### config.mk
export PLATFORM = sky130hd
export DESIGN_NAME = tree_parent_and_child_table
export DESIGN_NICKNAME = d
export VERILOG_FILES = /design/src/design/tpct_pkg.sv /design/src/design/tree_parent_and_child_table.sv /design/src/design/tpct_cell.sv
export SDC_FILE = /design/constraint.sdc
export NUM_CORES = 1
export LEC_CHECK = 0
export BUFFER_PORTS_ARGS = -buffer_cell sky130_fd_sc_hd__buf_2
export CORE_MARGIN = 3
export CORE_UTILIZATION = 60
export CTS_BUF_LIST = sky130_fd_sc_hd__clkbuf_16
export CTS_CLUSTER_SIZE = 24
export DETAILED_ROUTE_END_ITERATION = 8
export MAX_ROUTING_LAYER = met4
export PLACE_DENSITY = 0.76
export SLEW_MARGIN = 5
export SYNTH_ARGS = -nofsm -noshare
export SYNTH_HDL_FRONTEND = slang
export SYNTH_SLANG_ARGS = --single-unit
### constraint.sdc
create_clock -name clk -period 9.15 [get_ports clk]
set_input_delay 1.83 -clock clk [delete_from_list [all_inputs] [get_ports clk]]
set_output_delay 1.83 -clock clk [all_outputs]
set_load 0.005 [all_outputs]
### src/design/tpct_pkg.sv
// shared types, constants and helpers for the routing-tree parent and child table
// no dependencies
package tpct_pkg;

    localparam int CHILD_SLOTS = 10;
    localparam int IDX_W = (CHILD_SLOTS > 1) ? $clog2(CHILD_SLOTS) : 1;
    localparam int ADDR_W = 16;
    localparam int AGE_W = 8;
    localparam int RANK_W = 8;

    localparam logic [AGE_W-1:0] TIMEOUT_RESET = 8'd45;
    localparam logic [RANK_W-1:0] NO_ROUTE = 8'd255;

    typedef enum logic [1:0] {
        FUNC_TICK   = 2'd0,
        FUNC_ADVERT = 2'd1,
        FUNC_KEEP   = 2'd2,
        FUNC_BEACON = 2'd3
    } func_t;

    typedef struct packed {
        logic [ADDR_W-1:0] addr;
        logic [AGE_W-1:0]  age;
    } slot_t;

    function automatic logic [AGE_W-1:0] age_up(input logic [AGE_W-1:0] age,
                                                input logic [AGE_W-1:0] timeout);
        return (age < timeout) ? age + AGE_W'(1) : age;
    endfunction

    function automatic logic expired(input logic [AGE_W-1:0] age,
                                     input logic [AGE_W-1:0] timeout);
        return age >= timeout;
    endfunction

endpackage

### src/design/tree_parent_and_child_table.sv
// top level of the routing-tree parent and child table
// depends on tpct_pkg and tpct_cell
//
// Each input word takes one result word. The child slots sit in a ring of
// CHILD_SLOTS cells that rotates one place per cycle, in the scan and apply
// states only, past a single head port. A rank advert does not rotate the ring,
// a tick or a beacon takes one rotation, and a child keepalive needs one
// rotation to find the slot and one to write it. A new word is taken while
// the previous result still waits at the output register. The timeout
// register may only be written while idle.
module tree_parent_and_child_table
    import tpct_pkg::*;
(
    input  logic              clk,
    input  logic              rst_n,
    input  logic              cfg_wr_en,
    input  logic [AGE_W-1:0]  cfg_wr_data,
    input  logic              in_valid,
    output logic              in_ready,
    input  logic [1:0]        func,
    input  logic [ADDR_W-1:0] from_addr,
    input  logic [RANK_W-1:0] adv_rank,
    output logic              out_valid,
    input  logic              out_ready,
    output logic              send_beacon,
    output logic [RANK_W-1:0] rank_out,
    output logic [ADDR_W-1:0] parent_out,
    output logic              parent_valid,
    output logic              parent_changed,
    output logic              child_dropped
);

    typedef enum logic [1:0] {
        S_IDLE,
        S_SCAN,
        S_APPLY,
        S_DONE
    } state_t;

    state_t state_reg, state_next;
    func_t func_reg, func_next;
    logic [ADDR_W-1:0] from_reg, from_next;
    logic [IDX_W-1:0] cnt_reg, cnt_next;
    logic match_found_reg, match_found_next;
    logic [IDX_W-1:0] match_idx_reg, match_idx_next;
    logic empty_found_reg, empty_found_next;
    logic [IDX_W-1:0] empty_idx_reg, empty_idx_next;

    logic [AGE_W-1:0] timeout_reg;
    logic [ADDR_W-1:0] parent_address_reg, parent_address_next;
    logic parent_held_reg, parent_held_next;
    logic [RANK_W-1:0] own_rank_reg, own_rank_next;
    logic [AGE_W-1:0] parent_age_reg, parent_age_next;

    logic res_beacon_reg, res_beacon_next;
    logic [RANK_W-1:0] res_rank_reg, res_rank_next;
    logic [ADDR_W-1:0] res_parent_reg, res_parent_next;
    logic res_pvalid_reg, res_pvalid_next;
    logic res_changed_reg, res_changed_next;

    logic out_valid_reg, out_valid_next;
    logic send_beacon_reg, send_beacon_next;
    logic [RANK_W-1:0] rank_out_reg, rank_out_next;
    logic [ADDR_W-1:0] parent_out_reg, parent_out_next;
    logic parent_valid_reg, parent_valid_next;
    logic parent_changed_reg, parent_changed_next;
    logic child_dropped_reg, child_dropped_next;

    slot_t ring_q [CHILD_SLOTS];
    slot_t ring_d [CHILD_SLOTS];
    slot_t head, tail;
    logic shift_en;
    logic [RANK_W:0] adv_sum;
    logic [IDX_W-1:0] target_idx;
    logic last_slot;

    // slot ring: cell i takes from cell i+1, the last cell takes the head result
    for (genvar i = 0; i < CHILD_SLOTS; i++)
    begin : g_ring
        if (i == CHILD_SLOTS - 1)
        begin : g_last
            assign ring_d[i] = tail;
        end
        else
        begin : g_mid
            assign ring_d[i] = ring_q[i+1];
        end
        tpct_cell u_cell (
            .clk      (clk),
            .rst_n    (rst_n),
            .shift_en (shift_en),
            .slot_in  (ring_d[i]),
            .slot_out (ring_q[i])
        );
    end

    assign head = ring_q[0];
    assign shift_en = (state_reg == S_SCAN) || (state_reg == S_APPLY);
    assign last_slot = (cnt_reg == IDX_W'(CHILD_SLOTS - 1));
    assign target_idx = match_found_reg ? match_idx_reg : empty_idx_reg;
    assign adv_sum = {1'b0, adv_rank} + (RANK_W+1)'(1);

    // head slot update
    always_comb
    begin
        tail = head;
        if (state_reg == S_SCAN)
        begin
            case (func_reg)
                FUNC_TICK:   tail.age = age_up(head.age, timeout_reg);
                FUNC_BEACON:
                begin
                    if (expired(head.age, timeout_reg))
                    begin
                        tail.addr = '0;
                    end
                end
                default:     tail = head;
            endcase
        end
        else if (state_reg == S_APPLY)
        begin
            if ((match_found_reg || empty_found_reg) && cnt_reg == target_idx)
            begin
                tail.addr = from_reg;
                tail.age  = '0;
            end
        end
    end

    always_comb
    begin
        state_next          = state_reg;
        func_next           = func_reg;
        from_next           = from_reg;
        cnt_next            = cnt_reg;
        match_found_next    = match_found_reg;
        match_idx_next      = match_idx_reg;
        empty_found_next    = empty_found_reg;
        empty_idx_next      = empty_idx_reg;
        parent_address_next = parent_address_reg;
        parent_held_next    = parent_held_reg;
        own_rank_next       = own_rank_reg;
        parent_age_next     = parent_age_reg;
        res_beacon_next     = res_beacon_reg;
        res_rank_next       = res_rank_reg;
        res_parent_next     = res_parent_reg;
        res_pvalid_next     = res_pvalid_reg;
        res_changed_next    = res_changed_reg;
        out_valid_next      = out_valid_reg && !out_ready;
        send_beacon_next    = send_beacon_reg;
        rank_out_next       = rank_out_reg;
        parent_out_next     = parent_out_reg;
        parent_valid_next   = parent_valid_reg;
        parent_changed_next = parent_changed_reg;
        child_dropped_next  = child_dropped_reg;

        case (state_reg)
            S_IDLE:
            begin
                if (in_valid)
                begin
                    func_next        = func_t'(func);
                    from_next        = from_addr;
                    cnt_next         = '0;
                    match_found_next = 1'b0;
                    match_idx_next   = '0;
                    empty_found_next = 1'b0;
                    empty_idx_next   = '0;
                    res_beacon_next  = 1'b0;
                    res_changed_next = 1'b0;
                    res_rank_next    = own_rank_reg;
                    res_parent_next  = parent_address_reg;
                    res_pvalid_next  = parent_held_reg;
                    state_next       = S_SCAN;
                    case (func_t'(func))
                        FUNC_TICK:
                        begin
                            parent_age_next = age_up(parent_age_reg, timeout_reg);
                        end
                        FUNC_ADVERT:
                        begin
                            state_next = S_DONE;
                            if (adv_sum < {1'b0, own_rank_reg})
                            begin
                                parent_held_next    = 1'b1;
                                parent_address_next = from_addr;
                                own_rank_next       = adv_sum[RANK_W-1:0];
                                parent_age_next     = '0;
                                res_changed_next    = 1'b1;
                                res_rank_next       = adv_sum[RANK_W-1:0];
                                res_parent_next     = from_addr;
                                res_pvalid_next     = 1'b1;
                            end
                            else if (parent_held_reg && parent_address_reg == from_addr)
                            begin
                                parent_age_next = '0;
                            end
                        end
                        FUNC_BEACON:
                        begin
                            res_beacon_next = parent_held_reg;
                            if (expired(parent_age_reg, timeout_reg))
                            begin
                                parent_held_next    = 1'b0;
                                parent_address_next = '0;
                                own_rank_next       = NO_ROUTE;
                                res_pvalid_next     = 1'b0;
                            end
                        end
                        default:
                        begin
                            state_next = S_SCAN;
                        end
                    endcase
                end
            end
            S_SCAN:
            begin
                if (func_reg == FUNC_KEEP)
                begin
                    if (!match_found_reg && head.addr == from_reg)
                    begin
                        match_found_next = 1'b1;
                        match_idx_next   = cnt_reg;
                    end
                    if (!empty_found_reg && head.addr == '0)
                    begin
                        empty_found_next = 1'b1;
                        empty_idx_next   = cnt_reg;
                    end
                end
                cnt_next = cnt_reg + IDX_W'(1);
                if (last_slot)
                begin
                    cnt_next   = '0;
                    state_next = (func_reg == FUNC_KEEP) ? S_APPLY : S_DONE;
                end
            end
            S_APPLY:
            begin
                cnt_next = cnt_reg + IDX_W'(1);
                if (last_slot)
                begin
                    cnt_next   = '0;
                    state_next = S_DONE;
                end
            end
            S_DONE:
            begin
                if (!out_valid_reg || out_ready)
                begin
                    out_valid_next      = 1'b1;
                    send_beacon_next    = res_beacon_reg;
                    rank_out_next       = res_rank_reg;
                    parent_out_next     = res_parent_reg;
                    parent_valid_next   = res_pvalid_reg;
                    parent_changed_next = res_changed_reg;
                    child_dropped_next  = (func_reg == FUNC_KEEP)
                                          && !match_found_reg && !empty_found_reg;
                    state_next          = S_IDLE;
                end
            end
            default:
            begin
                state_next = S_IDLE;
            end
        endcase
    end

    always_ff @(posedge clk or negedge rst_n)
    begin
        if (!rst_n)
        begin
            state_reg          <= S_IDLE;
            func_reg           <= FUNC_TICK;
            cnt_reg            <= '0;
            match_found_reg    <= 1'b0;
            empty_found_reg    <= 1'b0;
            timeout_reg        <= TIMEOUT_RESET;
            parent_address_reg <= '0;
            parent_held_reg    <= 1'b0;
            own_rank_reg       <= NO_ROUTE;
            parent_age_reg     <= '0;
            out_valid_reg      <= 1'b0;
        end
        else
        begin
            state_reg          <= state_next;
            func_reg           <= func_next;
            cnt_reg            <= cnt_next;
            match_found_reg    <= match_found_next;
            empty_found_reg    <= empty_found_next;
            if (cfg_wr_en)
            begin
                timeout_reg <= cfg_wr_data;
            end
            parent_address_reg <= parent_address_next;
            parent_held_reg    <= parent_held_next;
            own_rank_reg       <= own_rank_next;
            parent_age_reg     <= parent_age_next;
            out_valid_reg      <= out_valid_next;
        end
    end

    // payload registers
    always_ff @(posedge clk)
    begin
        from_reg           <= from_next;
        match_idx_reg      <= match_idx_next;
        empty_idx_reg      <= empty_idx_next;
        res_beacon_reg     <= res_beacon_next;
        res_rank_reg       <= res_rank_next;
        res_parent_reg     <= res_parent_next;
        res_pvalid_reg     <= res_pvalid_next;
        res_changed_reg    <= res_changed_next;
        send_beacon_reg    <= send_beacon_next;
        rank_out_reg       <= rank_out_next;
        parent_out_reg     <= parent_out_next;
        parent_valid_reg   <= parent_valid_next;
        parent_changed_reg <= parent_changed_next;
        child_dropped_reg  <= child_dropped_next;
    end

    assign in_ready       = (state_reg == S_IDLE);
    assign out_valid      = out_valid_reg;
    assign send_beacon    = send_beacon_reg;
    assign rank_out       = rank_out_reg;
    assign parent_out     = parent_out_reg;
    assign parent_valid   = parent_valid_reg;
    assign parent_changed = parent_changed_reg;
    assign child_dropped  = child_dropped_reg;

endmodule

### src/design/tpct_cell.sv
// one child slot of the rotating slot ring: address and age
// depends on tpct_pkg
module tpct_cell
    import tpct_pkg::*;
(
    input  logic  clk,
    input  logic  rst_n,
    input  logic  shift_en,
    input  slot_t slot_in,
    output slot_t slot_out
);

    slot_t slot_reg;

    always_ff @(posedge clk or negedge rst_n)
    begin
        if (!rst_n)
        begin
            slot_reg <= '0;
        end
        else if (shift_en)
        begin
            slot_reg <= slot_in;
        end
    end

    assign slot_out = slot_reg;

endmodule

==> metrics.txt <==
# TYPE chip_impl_metric gauge
chip_impl_metric{name="grt_remaining_overflow",unit=""} 0
chip_impl_metric{name="timing.setup.tns",unit="ns"} 0
chip_impl_info{name="crit_path_start_kind",value="input port"} 1
chip_impl_metric{name="detail_route.vias_per_cell",unit=""} 5.71
chip_impl_metric{name="synthArstFlopShare",unit=""} 0.787
chip_impl_metric{name="cts_repair_resize_count",unit=""} 0
chip_impl_metric{name="dp_hpwl",unit="mm"} 16.8
chip_impl_metric{name="total_leakage_power",unit="nW"} 7.98
chip_impl_metric{name="final.hold.worst_slack",unit="ns"} 0.419
chip_impl_info{name="crit_chain",value="buf_2 -> ha_1 -> nand3_1 -> nor2_1 -> xor2_1 -> ha_1 -> nor2b_1 -> o21ai_0 -> o211ai_1 -> a211oi_2 -> mux2i_1 -> nand2_1"} 1
chip_impl_info{name="timing.critical_path.max_delay_family",value="compound AO/OA/AOI/OAI gates"} 1
chip_impl_metric{name="post-place-cells",unit=""} 1441
chip_impl_info{name="synthMostInstantiatedCell",value="sky130_fd_sc_hd__dfrtp_1"} 1
chip_impl_info{name="rsz_0062_raised_after_global_routing",value="no"} 1
chip_impl_metric{name="dpl_cell_area",unit="mm²"} 0.0161
chip_impl_metric{name="worst_skew_pair.late_latency",unit="ns"} 0.52
chip_impl_metric{name="crit_fanout",unit=""} 10
chip_impl_metric{name="num-nets-final",unit=""} 1222
chip_impl_metric{name="cts_buf_count",unit=""} 38
chip_impl_metric{name="first_global_vias",unit=""} 8881
chip_impl_metric{name="yosysSeqAreaShare",unit=""} 0.625
chip_impl_metric{name="worst_pin_slew",unit="ns"} 1.14
chip_impl_metric{name="fin_worst_skew",unit="ns"} 0.0232
chip_impl_metric{name="largest_register_ffs",unit=""} 240
chip_impl_metric{name="core-area",unit="mm²"} 0.0253
chip_impl_metric{name="ffs_latches_synth",unit=""} 371
chip_impl_metric{name="finalNonFillerCells",unit=""} 1511
chip_impl_metric{name="syn_inst",unit=""} 1082
chip_impl_metric{name="worst-path-stages",unit=""} 12
chip_impl_info{name="dominantRegCellSynth",value="sky130_fd_sc_hd__dfrtp_1"} 1
chip_impl_metric{name="number_of_enable_flip_flop_cells_after_synthesis",unit=""} 79
chip_impl_metric{name="dieHeight",unit="µm"} 167
chip_impl_metric{name="fillerInstances",unit=""} 1714
chip_impl_metric{name="die_x",unit="µm"} 167
chip_impl_metric{name="maxCapViolations",unit=""} 0
chip_impl_metric{name="synth.avg_cell_area",unit="µm²"} 14.3
chip_impl_info{name="result_of_the_run",value="complete, no violations"} 1
chip_impl_metric{name="htree_levels",unit=""} 2
chip_impl_metric{name="drcViolationCount",unit=""} 0
chip_impl_metric{name="place.port_buffers",unit=""} 68
chip_impl_metric{name="drt.antenna.violating_nets",unit=""} 0
chip_impl_metric{name="fp.dieArea",unit="mm²"} 0.0278
chip_impl_metric{name="syn_to_final_growth",unit="%"} 11.6
chip_impl_metric{name="timing.critical_path.slowest_cell_delay",unit="ns"} 0.72
chip_impl_info{name="source_of_the_worst_register_to_register_timing_path",value="state_reg[1]"} 1
chip_impl_metric{name="layout_cells_sized_above_1",unit=""} 0.342
chip_impl_metric{name="route.vias.total",unit=""} 8625
chip_impl_metric{name="ctsLongestPathBuffers",unit=""} 3
chip_impl_metric{name="synthesis.nets",unit=""} 1153
chip_impl_metric{name="cts-hold-fix-buffers",unit=""} 0
chip_impl_info{name="cts.root.buffer_cell",value="sky130_fd_sc_hd__clkbuf_16"} 1
chip_impl_info{name="worst_hold_startpoint",value="res_pvalid_reg"} 1
chip_impl_metric{name="top_level_ports",unit=""} 69
chip_impl_info{name="synth_common_cells",value="sky130_fd_sc_hd__dfrtp_1 (280), sky130_fd_sc_hd__mux2_2 (238), sky130_fd_sc_hd__edfxtp_1 (79), sky130_fd_sc_hd__nand2_1 (43), sky130_fd_sc_hd__clkbuf_1 (36)"} 1
chip_impl_metric{name="syn_area",unit="mm²"} 0.0155
chip_impl_metric{name="cp.required",unit="ns"} 9.57
chip_impl_info{name="worst-setup-path-type",value="in2reg"} 1
chip_impl_metric{name="wl_per_cell",unit="µm"} 17.7
chip_impl_info{name="crit_path_frequent_cell",value="sky130_fd_sc_hd__ha_1"} 1
chip_impl_metric{name="yosys.area.top_type_share",unit=""} 0.452
chip_impl_metric{name="finalHoldViolCount",unit=""} 0
chip_impl_metric{name="detail_route.iter0.violations",unit=""} 606
chip_impl_info{name="cts_tree",value="yes"} 1
chip_impl_metric{name="cp_bufs_invs",unit=""} 1
chip_impl_metric{name="number_of_endpoints_failing_setup_at_the_final_stage",unit=""} 0
chip_impl_metric{name="maxSlewViolCount",unit=""} 0
chip_impl_metric{name="global_route.usage.total",unit=""} 0.201
chip_impl_info{name="worst_setup_path_end_kind",value="register"} 1
chip_impl_metric{name="post-cts-setup-buffers",unit=""} 0
chip_impl_info{name="yosys.area.top_type",value="sky130_fd_sc_hd__dfrtp_1"} 1
chip_impl_metric{name="netlist-cell-type-count",unit=""} 65
chip_impl_info{name="hp-class",value="reg2reg"} 1
chip_impl_metric{name="fp-row-count",unit=""} 58
chip_impl_metric{name="power_density",unit="mW/mm²"} 365
chip_impl_metric{name="layout.cell_area.non_filler",unit="mm²"} 0.0173
chip_impl_metric{name="fraction_of_the_core_area_covered_by_cells_at_the_end_of_the_flow",unit=""} 0.684
chip_impl_metric{name="worst-endpoint-arrival",unit="ns"} 4.67
chip_impl_metric{name="grt_start_max_net_pins",unit=""} 173
chip_impl_metric{name="clk_pin_slew_worst_paths",unit="ns"} 0.06
chip_impl_metric{name="reg2reg_depth",unit=""} 5
chip_impl_info{name="worst_setup_path_startpoint",value="adv_rank[0]"} 1
chip_impl_metric{name="grt_pass1_wl",unit="mm"} 45.1
chip_impl_metric{name="worstHoldPathCells",unit=""} 0
chip_impl_metric{name="wl",unit="mm"} 26.8
chip_impl_metric{name="starting_utilization_of_the_core_area",unit=""} 0.613
chip_impl_metric{name="fmax",unit="MHz"} 235
chip_impl_metric{name="gp_routability_congestion",unit=""} 0.834
chip_impl_metric{name="timing.final.crit_period",unit="ns"} 4.25
chip_impl_metric{name="worst_slew_margin_rel",unit=""} 0.237
chip_impl_metric{name="finalCritPeriodShare",unit=""} 0.464
chip_impl_info{name="synth.top_cells.by_area",value="sky130_fd_sc_hd__dfrtp_1 (45%), sky130_fd_sc_hd__mux2_2 (17%), sky130_fd_sc_hd__edfxtp_1 (15%)"} 1
chip_impl_metric{name="synth_warnings",unit=""} 0
chip_impl_metric{name="number_of_antenna_violations_at_the_first_check_in_global_routing",unit=""} 2
chip_impl_metric{name="firstDrtPassIters",unit=""} 6
chip_impl_metric{name="vdd.ir_drop.worst",unit="mV"} 0.280
chip_impl_metric{name="numClockSinks",unit=""} 371
chip_impl_info{name="critical-path-slowest-cell",value="sky130_fd_sc_hd__a211oi_2"} 1
==> area by class of cell <==
type,count,area (µm²),share of cell area
diodes,2,5.00,0.000289
clock buffers,39,976,0.0564
clock inverters,29,209,0.0121
inverters,27,101,0.00585
multi-input cells,638,5510,0.318
flip-flops and latches,371,9690,0.560
well taps,330,413,0.0238
repair buffers,75,415,0.0240
==> stage by stage <==
step / worst slack [ns] / power [mW]
after floorplan: 4.90 / 4.42
after global placement: 4.47 / 4.80
after detailed placement: 4.35 / 4.88
after CTS: 4.88 / 6.38
after global routing: 4.60 / 6.73
final: 4.90 / 6.32
==> cells in the final DEF (no fill, tap or decap), drive strengths merged, types with 4 or more instances in the layout <==
cell | Yosys | final
nand4 | 11 | 11
xnor2 | 24 | 24
and3 | 10 | 10
buf | 10 | 75
edfxtp | 79 | 79
and2b | 8 | 8
inv | 25 | 37
o21ai | 30 | 30
o22ai | 5 | 5
a22o | 18 | 18
nor3 | 12 | 12
nand2 | 44 | 44
and2 | 7 | 7
mux2 | 238 | 238
a31oi | 8 | 8
a21oi | 23 | 23
xor2 | 21 | 21
dfrtp | 280 | 280
nor2 | 31 | 31
nand3 | 17 | 17
or2 | 5 | 5
o22a | 4 | 4
clkbuf | 36 | 39
nor2b | 14 | 14
mux2i | 11 | 11
nand2b | 5 | 5
clkinv | 2 | 15
nor4 | 6 | 6
ha | 32 | 32
or3 | 4 | 4
o211ai | 8 | 8
a221o | 16 | 16
dfstp | 12 | 12
==> metal layers <==
layer / vias up / share of wire / track usage
li1: 4076 / - / -
met1: 4338 / 0.47 / 0.289
met2: 162 / 0.47 / 0.303
met3: 49 / 0.048 / 0.0373
met4: 0 / 0.020 / 0.0513
met5: - / 0 / -
==> power by group <==
part	internal, mW	total, mW	switching, mW	leakage [nW]
clock network	0.857	1.46	0.606	0.616
logic	1.10	2.08	0.976	2.79
registers	2.39	2.78	0.387	4.57
==> path summary, 6_finish.rpt <==
| check | to | slack (ns) |
|---|---|---|
| worst max-delay path | own_rank_reg[3] | 4.90 |
| worst min-delay path | parent_valid | 0.42 |
| worst max register to register | g_ring[9].u_cell.slot_out[16] | 5.87 |
| worst min register to register | parent_valid | 0.42 |
| max in group asynchronous | parent_age_reg[5] | 6.38 |
| min in group asynchronous | g_ring[7].u_cell.slot_out[22] | 1.41 |
==> kinds of logic after synthesis <==
logic type | Yosys count | share of synthesized area
DFF | 371 | 0.625
muxes | 249 | 0.180
and+or+nand+nor | 180 | 0.0622
AOI/OAI and AO/OA | 132 | 0.0607
buffers and inverters | 73 | 0.0213
xor gates and xnor gates | 45 | 0.0254
adders and majority gates | 32 | 0.0258
Note: power is estimated with default switching activity, not from simulation.
